==> config.mk <==
export PLATFORM = sky130hd
export DESIGN_NAME = swm_history
export DESIGN_NICKNAME = d
export VERILOG_FILES = /design/src/hdl/swm_pkg.sv /design/src/hdl/swm_history.sv
export SDC_FILE = /design/constraint.sdc
export NUM_CORES = 2
export LEC_CHECK = 0
export BUFFER_PORTS_ARGS = -buffer_cell sky130_fd_sc_hd__buf_4
export CORE_ASPECT_RATIO = 1.1
export CORE_MARGIN = 8
export CORE_UTILIZATION = 45
export DETAILED_ROUTE_END_ITERATION = 6
export GPL_TIMING_DRIVEN = 1
export PLACE_DENSITY = 0.7
export SYNTH_ARGS = -nofsm -noshare
export SYNTH_HDL_FRONTEND = slang
export SYNTH_SLANG_ARGS = --single-unit
export TNS_END_PERCENT = 20
==> constraint.sdc <==
create_clock -name clk_i -period 11 [get_ports clk_i]
set_input_delay 2.2 -clock clk_i [delete_from_list [all_inputs] [get_ports clk_i]]
set_output_delay 2.2 -clock clk_i [all_outputs]
set_load 0.01 [all_outputs]
==> src/hdl/swm_pkg.sv <==
// ----------------------------------------------------------------------------
// swm_pkg
// Shared constants and link types for the sliding window median filter.
// ----------------------------------------------------------------------------
package swm_pkg;

  localparam int WINDOW_MAX  = 64;
  localparam int SAMPLE_BITS = 32;
  localparam int LEN_W       = 7;
  localparam int CNT_W       = $clog2(WINDOW_MAX + 1);
  localparam int PTR_W       = (WINDOW_MAX > 1) ? $clog2(WINDOW_MAX) : 1;
  localparam int GROUP       = 8;
  localparam int NUM_GROUPS  = (WINDOW_MAX + GROUP - 1) / GROUP;

  typedef logic signed [SAMPLE_BITS-1:0] sample_t;

  // Travels left to right: raw cell contents and contents after removal.
  typedef struct packed {
    sample_t c;
    logic    le;
    sample_t d;
    logic    dle;
    logic    dvld;
  } cell_fwd_t;

  // Travels right to left: raw cell contents.
  typedef struct packed {
    sample_t c;
    logic    vld;
    logic    le;
  } cell_bwd_t;

endpackage

==> src/hdl/swm_history.sv <==
// ----------------------------------------------------------------------------
// swm_history
// Arrival-order sample store with a registered read port and write bypass.
// ----------------------------------------------------------------------------
module swm_history (
  input  logic                     clk_i,
  input  logic                     we_i,
  input  logic [swm_pkg::PTR_W-1:0] wr_addr_i,
  input  swm_pkg::sample_t         wr_data_i,
  input  logic [swm_pkg::PTR_W-1:0] rd_addr_i,
  output swm_pkg::sample_t         rd_data_o
);

  swm_pkg::sample_t mem [swm_pkg::WINDOW_MAX];
  swm_pkg::sample_t rd_q;

  always_ff @(posedge clk_i) begin
    if (we_i) begin
      mem[wr_addr_i] <= wr_data_i;
    end
  end

  // Forward a same-cycle write so the read always sees current contents.
  always_ff @(posedge clk_i) begin
    if (we_i && (wr_addr_i == rd_addr_i)) begin
      rd_q <= wr_data_i;
    end else begin
      rd_q <= mem[rd_addr_i];
    end
  end

  assign rd_data_o = rd_q;

endmodule

# After elaboration in Yosys (flattened, before gate mapping)
# Memory sizes are Yosys's and may differ from the RTL's. A register that Yosys moved wholly into a read port is not among the register bits.
# Cells that the tools add are included.
word_totals:
  ram_bits: 2048
  word_cells: 3
  register_bits: 0
  in_bits: 46
  n_memories: 1
  out_inout_bits: 32
memory_table:
  columns: ["memory", "words", "word_bits", "rd", "rd_clocked_by_memory_dff", "wr", "line_no", "text"]
  rows:
  - ["mem", 64, 32, 1, 1, 1, "swm_history.sv:14", "swm_pkg::sample_t mem [swm_pkg::WINDOW_MAX];"]
op_classes:
  n_mux: 2
ops:
  columns: ["operator", "count"]
  rows:
  - ["$mux 1", 2]

# Longest topological paths before layout
logic_depth:
  depth_word: 2
  depth_mapped: 10
  ltp_nobuf: 5

# Worst setup path before layout
# No wires, ideal clock.
synth_timing:
  path_kind: "input port to flip-flop"
  start: "in wr_addr_i[3] (netlist name)"
  end: "mem mem[48][0] (netlist name), enable pin"
  required_ns: 10.539
  arrival_ns: 4.899
  path_buffers: 1
  path_slack_ns: 5.640
  stages: 4
  cell_sequence: "clkbuf_1 > nor2b_1 > nand4b_1 > nor3_1"
synth_rtl:
  columns: ["element", "line_no", "text"]
  rows:
  - ["start, declared", "swm_history.sv:8", "input logic [swm_pkg::PTR_W-1:0] wr_addr_i,"]
  - ["end, declared", "swm_history.sv:14", null]
# Straight into the memory's write port.

==> impl_metrics.env <==
export IMPL_dieArea_um2=187000
export IMPL_die_y_um=453
export IMPL_numPortBuffers=77
export IMPL_grt_antenna_before_repair=13
export IMPL_netlist_area_um2=78000
export IMPL_design_area_um2=87900
export IMPL_firstDrtPassIters=5
export IMPL_finalWirelength_mm=193
export IMPL_power_density_nw_per_um2=181
export IMPL_synth_cell_types=34
export IMPL_rows=160
export IMPL_synth_async_reset_ratio_pct=0
export IMPL_rsz0062_at_grt="no"
export IMPL_via_per_inst=6.21
export IMPL_wl_per_cell_um=32.7
export IMPL_worstSetupPathType="reg -> out"
export IMPL_leakagePower_nw=27.0
export IMPL_ys_flop_type="edfxtp_1"
export IMPL_syn_num_nets=3344
export IMPL_min_period_over_period_pct=64.3
export IMPL_drtIter0Drc=5220
export IMPL_busiest_layer="met2"
export IMPL_yosys_area_top_type_share_pct=78.9
export IMPL_numPlacedInstances=5554
export IMPL_timing_final_hold_violations=0
export IMPL_synth_yosys_seq_area_share_pct=79.0
export IMPL_final_util_pct=51.0
export IMPL_cts_made_buffers=197
export IMPL_core_um2=173000
export IMPL_grt_overflow=0
export IMPL_place_congestion=0.791
export IMPL_synth_area_top_cells="edfxtp_1 (79%), mux4_2 (16%), mux2i_1 (1.2%), o22ai_1 (0.67%), nor2_1 (0.66%)"
export IMPL_finalMaxSlewViolations=0
export IMPL_synth_seq_cells=2054
export IMPL_die_x_um=413
export IMPL_synth_common_cells="edfxtp_1 (2048), mux4_2 (544), nor2_1 (137)"
export IMPL_grtUsageMet3_pct=6.15
export IMPL_critPathLaunchType="flop"
export IMPL_clk_pin_slew_ns=0.06
export IMPL_start_util_pct=45.2
export IMPL_post_cts_buffers=0
export IMPL_dp_hpwl_mm=99.8
export IMPL_top_level_ports=78
export IMPL_fin_nets=3531
export IMPL_largest_reg_flops=2048
export IMPL_synth_warnings=0
export IMPL_synth_edf_count=2048
export IMPL_layout_min_cycle_time_ns=7.07
export IMPL_fmax_mhz=141
export IMPL_htree_levels=4
export IMPL_drtAntennaViolNets=0
export IMPL_grt_usage_pct=20.4
export IMPL_required_ns=8.80
export IMPL_crit_path_max_fanout=100
export IMPL_cts_resized=0
export IMPL_status="finished, final reports clean"
export IMPL_setup_worst_path_end="rd_data_o[27]"
export IMPL_syn_area_per_cell_um2=23.6
export IMPL_slew_headroom_pct=24.2
export IMPL_reg_top3="mem (2048)"
export IMPL_arrival_ns=4.87
export IMPL_setup_viol_count_final=0
export IMPL_fin_cells=5909
export IMPL_drv_cap=0
export IMPL_num_vias=36700
export IMPL_clk_path_buf_depth=3
export IMPL_power_mw=15.9
export IMPL_ir_drop_mv=0.150
export IMPL_grt_max_degree=108
export IMPL_grt_pass1_wl_mm=271
export IMPL_grt_pass1_vias=36900
export IMPL_fin_tns_setup_ns=0
export IMPL_tightest_slew_ns=1.14
export IMPL_numClockSinks=2054
export IMPL_drive_gt1_share_pct=28.7
export IMPL_cts_root_buf="clkbuf_16"
export IMPL_cts_tree="yes"
export IMPL_synthToLayoutAreaGrowth_pct=12.7
export IMPL_regMostFlops="mem"
export IMPL_grtUsageMet1_pct=28.4
export IMPL_worstHoldPathType="in -> reg"
export IMPL_yosysTopAreaCell="edfxtp_1"
export IMPL_grt_use_met2_pct=31.3
export IMPL_synth_most_common_cell="edfxtp_1"
export IMPL_remaining_drc_errors=0
export IMPL_worstSetupEndpointType="output port"
export IMPL_ctsHoldBuffers=0
export IMPL_synth_cells=3298
export IMPL_place_area_um2=81800
-- critical path, stage by stage, from the launching register on --
cell,delay (ns)
dfxtp_4,1.00
buf_12,0.53
nand3b_1,0.90
o221ai_1,0.57
a21oi_1,0.10
a21oi_1,0.28
nor2_1,0.22
buf_4,0.23
-- final cells by class --
class                   count  area, um^2
diodes                      7        17.5
clock buffers             253        5270
clock inverters            95         830
fillers                 13200       84600
multi-input cells        1062       16000
flip-flops and latches   2054       61600
well taps                2268        2840
repair buffers            170        1360
-- stage by stage --
stage / hold slack, ns / worst slack [ns]
final: 1.50 / 3.93
after global routing: 1.47 / 3.68
after CTS: 1.45 / 3.89
after detailed placement: 2.31 / 4.85
after global placement: 2.31 / 4.87
after floorplan: 2.23 / 5.64
-- worst min path at each step --
stage / from / end / slack [ns] / depth (start not counted)
6_report: rd_addr_i[2] / flop / 1.50 / 1
3_3_place_gp: rd_addr_i[4] / flop / 2.31 / 1
4_1_cts: rd_addr_i[5] / flop / 1.45 / 1
5_1_grt: rd_addr_i[5] / flop / 1.47 / 1
2_1_floorplan: rd_addr_i[0] / flop / 2.23 / 0
3_5_place_dp: rd_addr_i[3] / flop / 2.31 / 1
-- layer usage --
layer	share of wire, %	routed length, um
met3	12	23100
met2	46	89700
met1	39	74400
met5	0.060	115
met4	2.9	5650
-- cells in the final DEF, fill, tap and decap left out, types with 5 or more instances in the layout --
| master | count |
|---|---|
| clkinv_1 | 51 |
| a21oi_1 | 62 |
| buf_4 | 163 |
| buf_12 | 7 |
| nor2_1 | 74 |
| diode_2 | 7 |
| nor2_4 | 62 |
| nand2_1 | 25 |
| clkinv_2 | 23 |
| mux2i_1 | 93 |
| nor2b_1 | 14 |
| edfxtp_1 | 2048 |
| o221ai_1 | 27 |
| nor3_1 | 5 |
| clkbuf_1 | 50 |
| nand3b_1 | 5 |
| a311oi_1 | 8 |
| mux4_2 | 544 |
| clkbuf_16 | 203 |
| nand3_1 | 5 |
| a22oi_1 | 12 |
| bufinv_16 | 16 |
| o22ai_1 | 84 |
-- cell families (layout without fill, tap and decap cells) --
family                 after synthesis  after routing  share of synthesized area, %
and+or+nand+nor                    223            223                          1.27
other                                0              7                             0
DFF                               2054           2054                          79.0
muxes                              637            637                          16.9
AOI/OAI and AO/OA                  202            202                          1.68
buffers and inverters              182            518                          1.14
-- report_power, final --
| part | leakage (nW) | internal, mW | switching (mW) |
|---|---|---|---|
| clock | 2.97 | 3.72 | 2.76 |
| combinational | 5.56 | 0.294 | 0.470 |
| sequential | 18.5 | 8.66 | 0.0307 |
(Power assumes the default switching activity.)
