$ cat src/hdl/swm_pkg.sv
// ----------------------------------------------------------------------------
// swm_pkg
// Shared constants and link types for the sliding window median filter.
// ----------------------------------------------------------------------------
package swm_pkg;

  localparam int WINDOW_MAX  = 64;
  localparam int SAMPLE_BITS = 32;
  localparam int LEN_W       = 7;
  localparam int CNT_W       = $clog2(WINDOW_MAX + 1);
  localparam int PTR_W       = (WINDOW_MAX > 1) ? $clog2(WINDOW_MAX) : 1;
  localparam int GROUP       = 8;
  localparam int NUM_GROUPS  = (WINDOW_MAX + GROUP - 1) / GROUP;

  typedef logic signed [SAMPLE_BITS-1:0] sample_t;

  // Travels left to right: raw cell contents and contents after removal.
  typedef struct packed {
    sample_t c;
    logic    le;
    sample_t d;
    logic    dle;
    logic    dvld;
  } cell_fwd_t;

  // Travels right to left: raw cell contents.
  typedef struct packed {
    sample_t c;
    logic    vld;
    logic    le;
  } cell_bwd_t;

endpackage

$ cat src/hdl/swm_cell.sv
// ----------------------------------------------------------------------------
// swm_cell
// One slot of the sorted window: removes one copy of the retired sample and
// inserts the new one using only its own and its neighbors' contents.
// ----------------------------------------------------------------------------
module swm_cell (
  input  logic               clk_i,
  input  logic               rst_ni,
  input  logic               clr_i,
  input  logic               upd_i,
  input  logic               del_i,
  input  logic               sel_i,
  input  swm_pkg::sample_t   sample_i,
  input  swm_pkg::sample_t   old_i,
  input  swm_pkg::cell_fwd_t from_left_i,
  input  swm_pkg::cell_bwd_t from_right_i,
  output swm_pkg::cell_fwd_t to_right_o,
  output swm_pkg::cell_bwd_t to_left_o,
  output swm_pkg::sample_t   cand_o
);

  swm_pkg::sample_t val_q, val_d;
  logic             vld_q, vld_d;
  logic             le_own, ge_old, shift;
  swm_pkg::sample_t d_val, ins_val;
  logic             d_vld, d_le;

  always_comb begin
    le_own = vld_q && (val_q <= sample_i);
    ge_old = !vld_q || (val_q >= old_i);
    shift  = del_i && ge_old;

    // contents after the retired copy is dropped
    d_val = shift ? from_right_i.c   : val_q;
    d_vld = shift ? from_right_i.vld : vld_q;
    d_le  = shift ? from_right_i.le  : le_own;

    // insert the new sample into the reduced row
    if (d_le) begin
      val_d = d_val;
      vld_d = d_vld;
    end else if (from_left_i.dle) begin
      val_d = sample_i;
      vld_d = 1'b1;
    end else begin
      val_d = from_left_i.d;
      vld_d = from_left_i.dvld;
    end

    // contents after insertion alone, for the median pick
    if (le_own) begin
      ins_val = val_q;
    end else if (from_left_i.le) begin
      ins_val = sample_i;
    end else begin
      ins_val = from_left_i.c;
    end
  end

  assign to_right_o = '{c: val_q, le: le_own, d: d_val, dle: d_le, dvld: d_vld};
  assign to_left_o  = '{c: val_q, vld: vld_q, le: le_own};
  assign cand_o     = sel_i ? ins_val : '0;

  always_ff @(posedge clk_i or negedge rst_ni) begin
    if (!rst_ni) begin
      vld_q <= 1'b0;
    end else if (clr_i) begin
      vld_q <= 1'b0;
    end else if (upd_i) begin
      vld_q <= vld_d;
    end
  end

  always_ff @(posedge clk_i) begin
    if (upd_i) begin
      val_q <= val_d;
    end
  end

endmodule

$ cat config.mk
export PLATFORM = sky130hd
export DESIGN_NAME = swm_cell
export DESIGN_NICKNAME = d
export VERILOG_FILES = /design/src/hdl/swm_pkg.sv /design/src/hdl/swm_cell.sv
export SDC_FILE = /design/constraint.sdc
export NUM_CORES = 1
export LEC_CHECK = 0
export ABC_CLOCK_PERIOD_IN_PS = 3150
export BUFFER_PORTS_ARGS = -buffer_cell sky130_fd_sc_hd__buf_2
export CAP_MARGIN = 10
export CORE_MARGIN = 4
export CORE_UTILIZATION = 30
export DETAILED_ROUTE_END_ITERATION = 10
export GPL_ROUTABILITY_DRIVEN = 0
export PLACE_DENSITY = 0.7
export SLEW_MARGIN = 20
export SYNTH_ARGS = -nofsm -noshare
export SYNTH_HDL_FRONTEND = slang
export SYNTH_SLANG_ARGS = --single-unit
$ cat constraint.sdc
create_clock -name clk_i -period 3.15 [get_ports clk_i]
set_input_delay 0.315 -clock clk_i [delete_from_list [all_inputs] [get_ports clk_i]]
set_output_delay 0.315 -clock clk_i [all_outputs]
set_load 0.005 [all_outputs]
; Word level (Yosys, flattened, before mapping)
; Index checks and enable logic that the tools add are counted.
; Widths: inputs -> output; s select.
[classes]
addsub = 0
mul = 0
div_mod_pow = 0
n_lt_le_gt_ge = 2
n_eq_ne = 0
n_shift = 0
n_mux = 12
bitwise_logic = 0
n_reduce_logical = 5
[op_table]
columns = cell, n
row1 = $mux 32, 6
row2 = $ge 32x32->1, 1
row3 = $le 32x32->1, 1
row4 = $mux 1, 6
row5 = $logic_and 1x1->1, 2
row6 = $reduce_bool 2->1, 1
row7 = $logic_not 1->1, 1
row8 = $logic_or 1x1->1, 1
[totals]
reg_bits = 33
latch_bits = 0
ram_bits = 0
rom_bits = 0
input_bits = 171
out_inout_bits = 133
word_cells = 21
mem_count = 0

; Longest topological paths before layout
[depth]
depth_word = 7
depth_mapped = 13
depth_no_buf = 11

; Least setup slack after synthesis
; OpenSTA, ideal clock, no wires.
[synth_path]
path_kind = reg2reg
startpoint = register val_q[31]
endpoint = register val_q[10], data pin
setup_ps = 260
arrival_time_ps = 2697
t_required_ps = 2890
path_slack_ps = 193
stages_incl_launch_ff = 12
path_buffers = 2
period_less_slack_ps = 2957
cell_sequence = edfxtp_1 > ha_1 > nand4_2 > nor4_4 > a31oi_1 > nand2b_1 > o21ai_1 > a41o_1 > buf_6 > a21oi_4 > buf_4 > mux2_2
[synth_via]
elab_chain_cells = 5
elab_cells_between_ends = 8
cone_classes = order compare (2) / mux (3) / reduce/logical (3)
[synth_lines]
columns = item, line_no
row1 = start: declaration, swm_cell.sv:22  ; swm_pkg::sample_t val_q, val_d;
row2 = start signal: assignment, swm_cell.sv:76  ; val_q <= val_d;
row3 = $ge 32x32->1, swm_cell.sv:30  ; ge_old = !vld_q || (val_q >= old_i);
row4 = $logic_or 1x1->1, swm_cell.sv:30
row5 = $logic_and 1x1->1, swm_cell.sv:31  ; shift = del_i && ge_old;
row6 = $mux 32 or $mux 1 (tied branches), "swm_cell.sv:34, swm_cell.sv:36"
row7 = $mux 32 *, swm_cell.sv:39  ; if (d_le) begin
row8 = via val_d[10], swm_cell.sv:22
; Mark *: on every way through the listed nets, which the timed path passes. The rest lies on a longest branch.
; A chain may end at the register's enable or synchronous reset.

==> results.json <==
{
  "io_pins": 304,
  "busiest_layer": "met2",
  "finalHoldViolations": 0,
  "dieWidth_um": 138,
  "grt_use_met2_pct": 35.4,
  "slew_viol_final": 0,
  "ys_ff_latch": 33,
  "antenna_found_initial": 3,
  "num_vias": 5424,
  "r2r_end": "val_q[9]",
  "avgSynthCellArea_um2": 8.99,
  "synth_top_area_cell": "edfxtp_1",
  "synth_common_cells": "inv_1 (69), ha_1 (64), a21oi_1 (52)",
  "end_kind": "primary output",
  "required_ps": 2830,
  "status": "finished, violations left",
  "rows": 47,
  "final_layout_size_suffix_gt1_share_pct": 55.9,
  "ant_nets": 0,
  "io_buffer_count": 303,
  "crit_type": "register to primary output",
  "holdCritStartpoint": "clr_i",
  "synth_edf_count": 32,
  "violations": "negative setup slack",
  "clock_sinks": 33,
  "place_inst": 1082,
  "period_needed_ps": 3280,
  "holdPathEnd": "vld_q",
  "r2r_cells": 12,
  "drtPass1Iterations": 4,
  "dp_hpwl_um": 15200,
  "yosysWarnings": 0,
  "tritoncts": "done",
  "r2r-start": "val_q[17]",
  "path_clk_slew_ps": 60,
  "drc": 0,
  "start_kind": "register",
  "cap_viol_max_count": 0,
  "wl_per_cell_um": 18.0,
  "synth_cell_type_count": 47,
  "numCtsBuffers": 5,
  "hold-path-cell-count": 2,
  "grt_overflow_total": 0,
  "p_leak_nw": 4.43,
  "initial_utilization_pct": 30.6,
  "grt_use_met3_pct": 5.08,
  "worstMarginPinSlew_ps": 923,
  "syn_area_um2": 5080,
  "period_share_pct": 104,
  "cp_max_fo": 6,
  "htreeDepth": 2,
  "synth_async_sr_flop_share_pct": 3.03,
  "synth_cells": 565,
  "routed_via_density": 4.89,
  "core_area_um2": 16600,
  "syn2layout_area_growth_pct": 54.0,
  "synth_top_area_share_pct": 18.9,
  "crit_arrival_ps": 2970,
  "grt_use_total_pct": 19.3,
  "final.setup_skew_ps": 6.01,
  "drt-total-wl_um": 20000,
  "yosys-top-cells-area": "edfxtp_1 (19%), ha_1 (16%), mux2_4 (8.6%)",
  "yosysSeqAreaShare_pct": 19.4,
  "die_h_um": 138,
  "postPlaceCellArea_um2": 6960,
  "final_cell_area_um2": 7830,
  "powerDensity_nw_per_um2": 354,
  "dieArea_um2": 19100,
  "grt_pass1_wl_um": 29600,
  "ys.flop_type": "edfxtp_1",
  "clockBufferDepth": 2,
  "relSlewSlack_pct": 38.5,
  "drt_iter0_drc": 213,
  "insertion_delay_ps": 290,
  "syn-num-nets": 800,
  "rsz0062_at_grt": "yes",
  "setup_viol": 80,
  "vdd_drop_max_uv": 176,
  "reg2reg_setup_slack_ps": -60,
  "final_cell_count_no_fill": 1109,
  "hp-class": "primary input to register",
  "clk_root_buffer_cell": "clkbuf_16",
  "num-nets-final": 1122,
  "grt_pass1_vias": 5670,
  "grt_max_degree": 38,
  "synth.most_common_cell": "inv_1",
  "worst_slack_ps": -134,
  "use_met1_pct": 21.8,
  "crit_start": "val_q[30]",
  "post-route-util_pct": 47.2,
  "max_freq_mhz": 305
}
## cell families after synthesis
| family | Yosys count | synth area share, % |
|---|---|---|
| adders and majority gates | 64 | 15.8 |
| and+or+nand+nor | 111 | 10.3 |
| muxes | 97 | 22.9 |
| DFF | 33 | 19.4 |
| AOI/OAI and AO/OA | 126 | 17.7 |
| buffers and inverters | 134 | 14.0 |
## cell type report
cell class,instances,area (µm²)
flip-flops and latches,33,986
repair buffers,380,2530
inverters,69,259
clock buffers,8,136
multi-input cells,398,3640
well taps,220,275
diodes,1,2.50
fillers,1595,8760
## worst max-delay path by stage
stage | end | slack (ps) | depth (start not counted)
5_1_grt | cand_o[28] | -270 | 12
4_1_cts | cand_o[17] | -170 | 12
3_5_place_dp | val_q[12] | -120 | 11
2_1_floorplan | val_q[10] | 190 | 11
6_report | to_right_o[8] | -130 | 11
3_3_place_gp | val_q[22] | -130 | 10
## repair_timing
| action | in CTS | in global routing |
|---|---|---|
| hold endpoints to repair | 1 | 0 |
| setup endpoints to repair | 100 | 100 |
| cloned | 1 | 5 |
| hold buffers | 1 | 0 |
| gates resized for setup | 64 | 29 |
| pin swaps | 15 | 12 |
| buffers inserted | 10 | 1 |
## metal layers
layer,share of wire [%],vias up
li1,-,2643
met1,41,2511
met2,49,229
met3,6.7,37
met4,2.5,4
met5,0.13,-
## stage by stage
stage	worst slack, ps	power, mW	hold slack (ps)	setup TNS (ps)
after global routing	-274	2.97	188	-19920
after global placement	-134	2.00	90.2	-5510
after detailed placement	-124	2.03	91.5	-4710
after floorplan	193	1.45	19.4	0
after CTS	-170	2.72	196	-10010
final	-134	2.77	195	-7650
## power by group
| group | switching, mW | internal [mW] | total (mW) |
|---|---|---|---|
| combinational | 0.752 | 0.917 | 1.67 |
| clock | 0.194 | 0.295 | 0.488 |
| sequential | 0.0469 | 0.563 | 0.610 |
## critical path: stages (launching register included)
cell	delay (ps)
edfxtp_1	420
ha_1	320
buf_4	150
a21oi_1	130
nand2_1	80
a221oi_2	230
o31a_1	300
o21ai_2	110
a41o_4	330
clkbuf_16	190
mux2_4	310
buf_6	120
## sequential cells by signal, summed over array words and instances (netlist names)
register,flops
val_q,32
vld_q,1
## cell usage in the layout (no fill, tap or decap), types with 22 or more instances in the layout
cell      count
nor2_1       35
mux2_4       32
a21oi_1      49
mux2i_1      32
ha_1         59
edfxtp_1     32
mux2_2       33
buf_6        34
nand2_1      22
inv_1        69
o211a_1      33
buf_4        56
buf_2       273
Note: power is estimated with default switching activity, not from simulation.
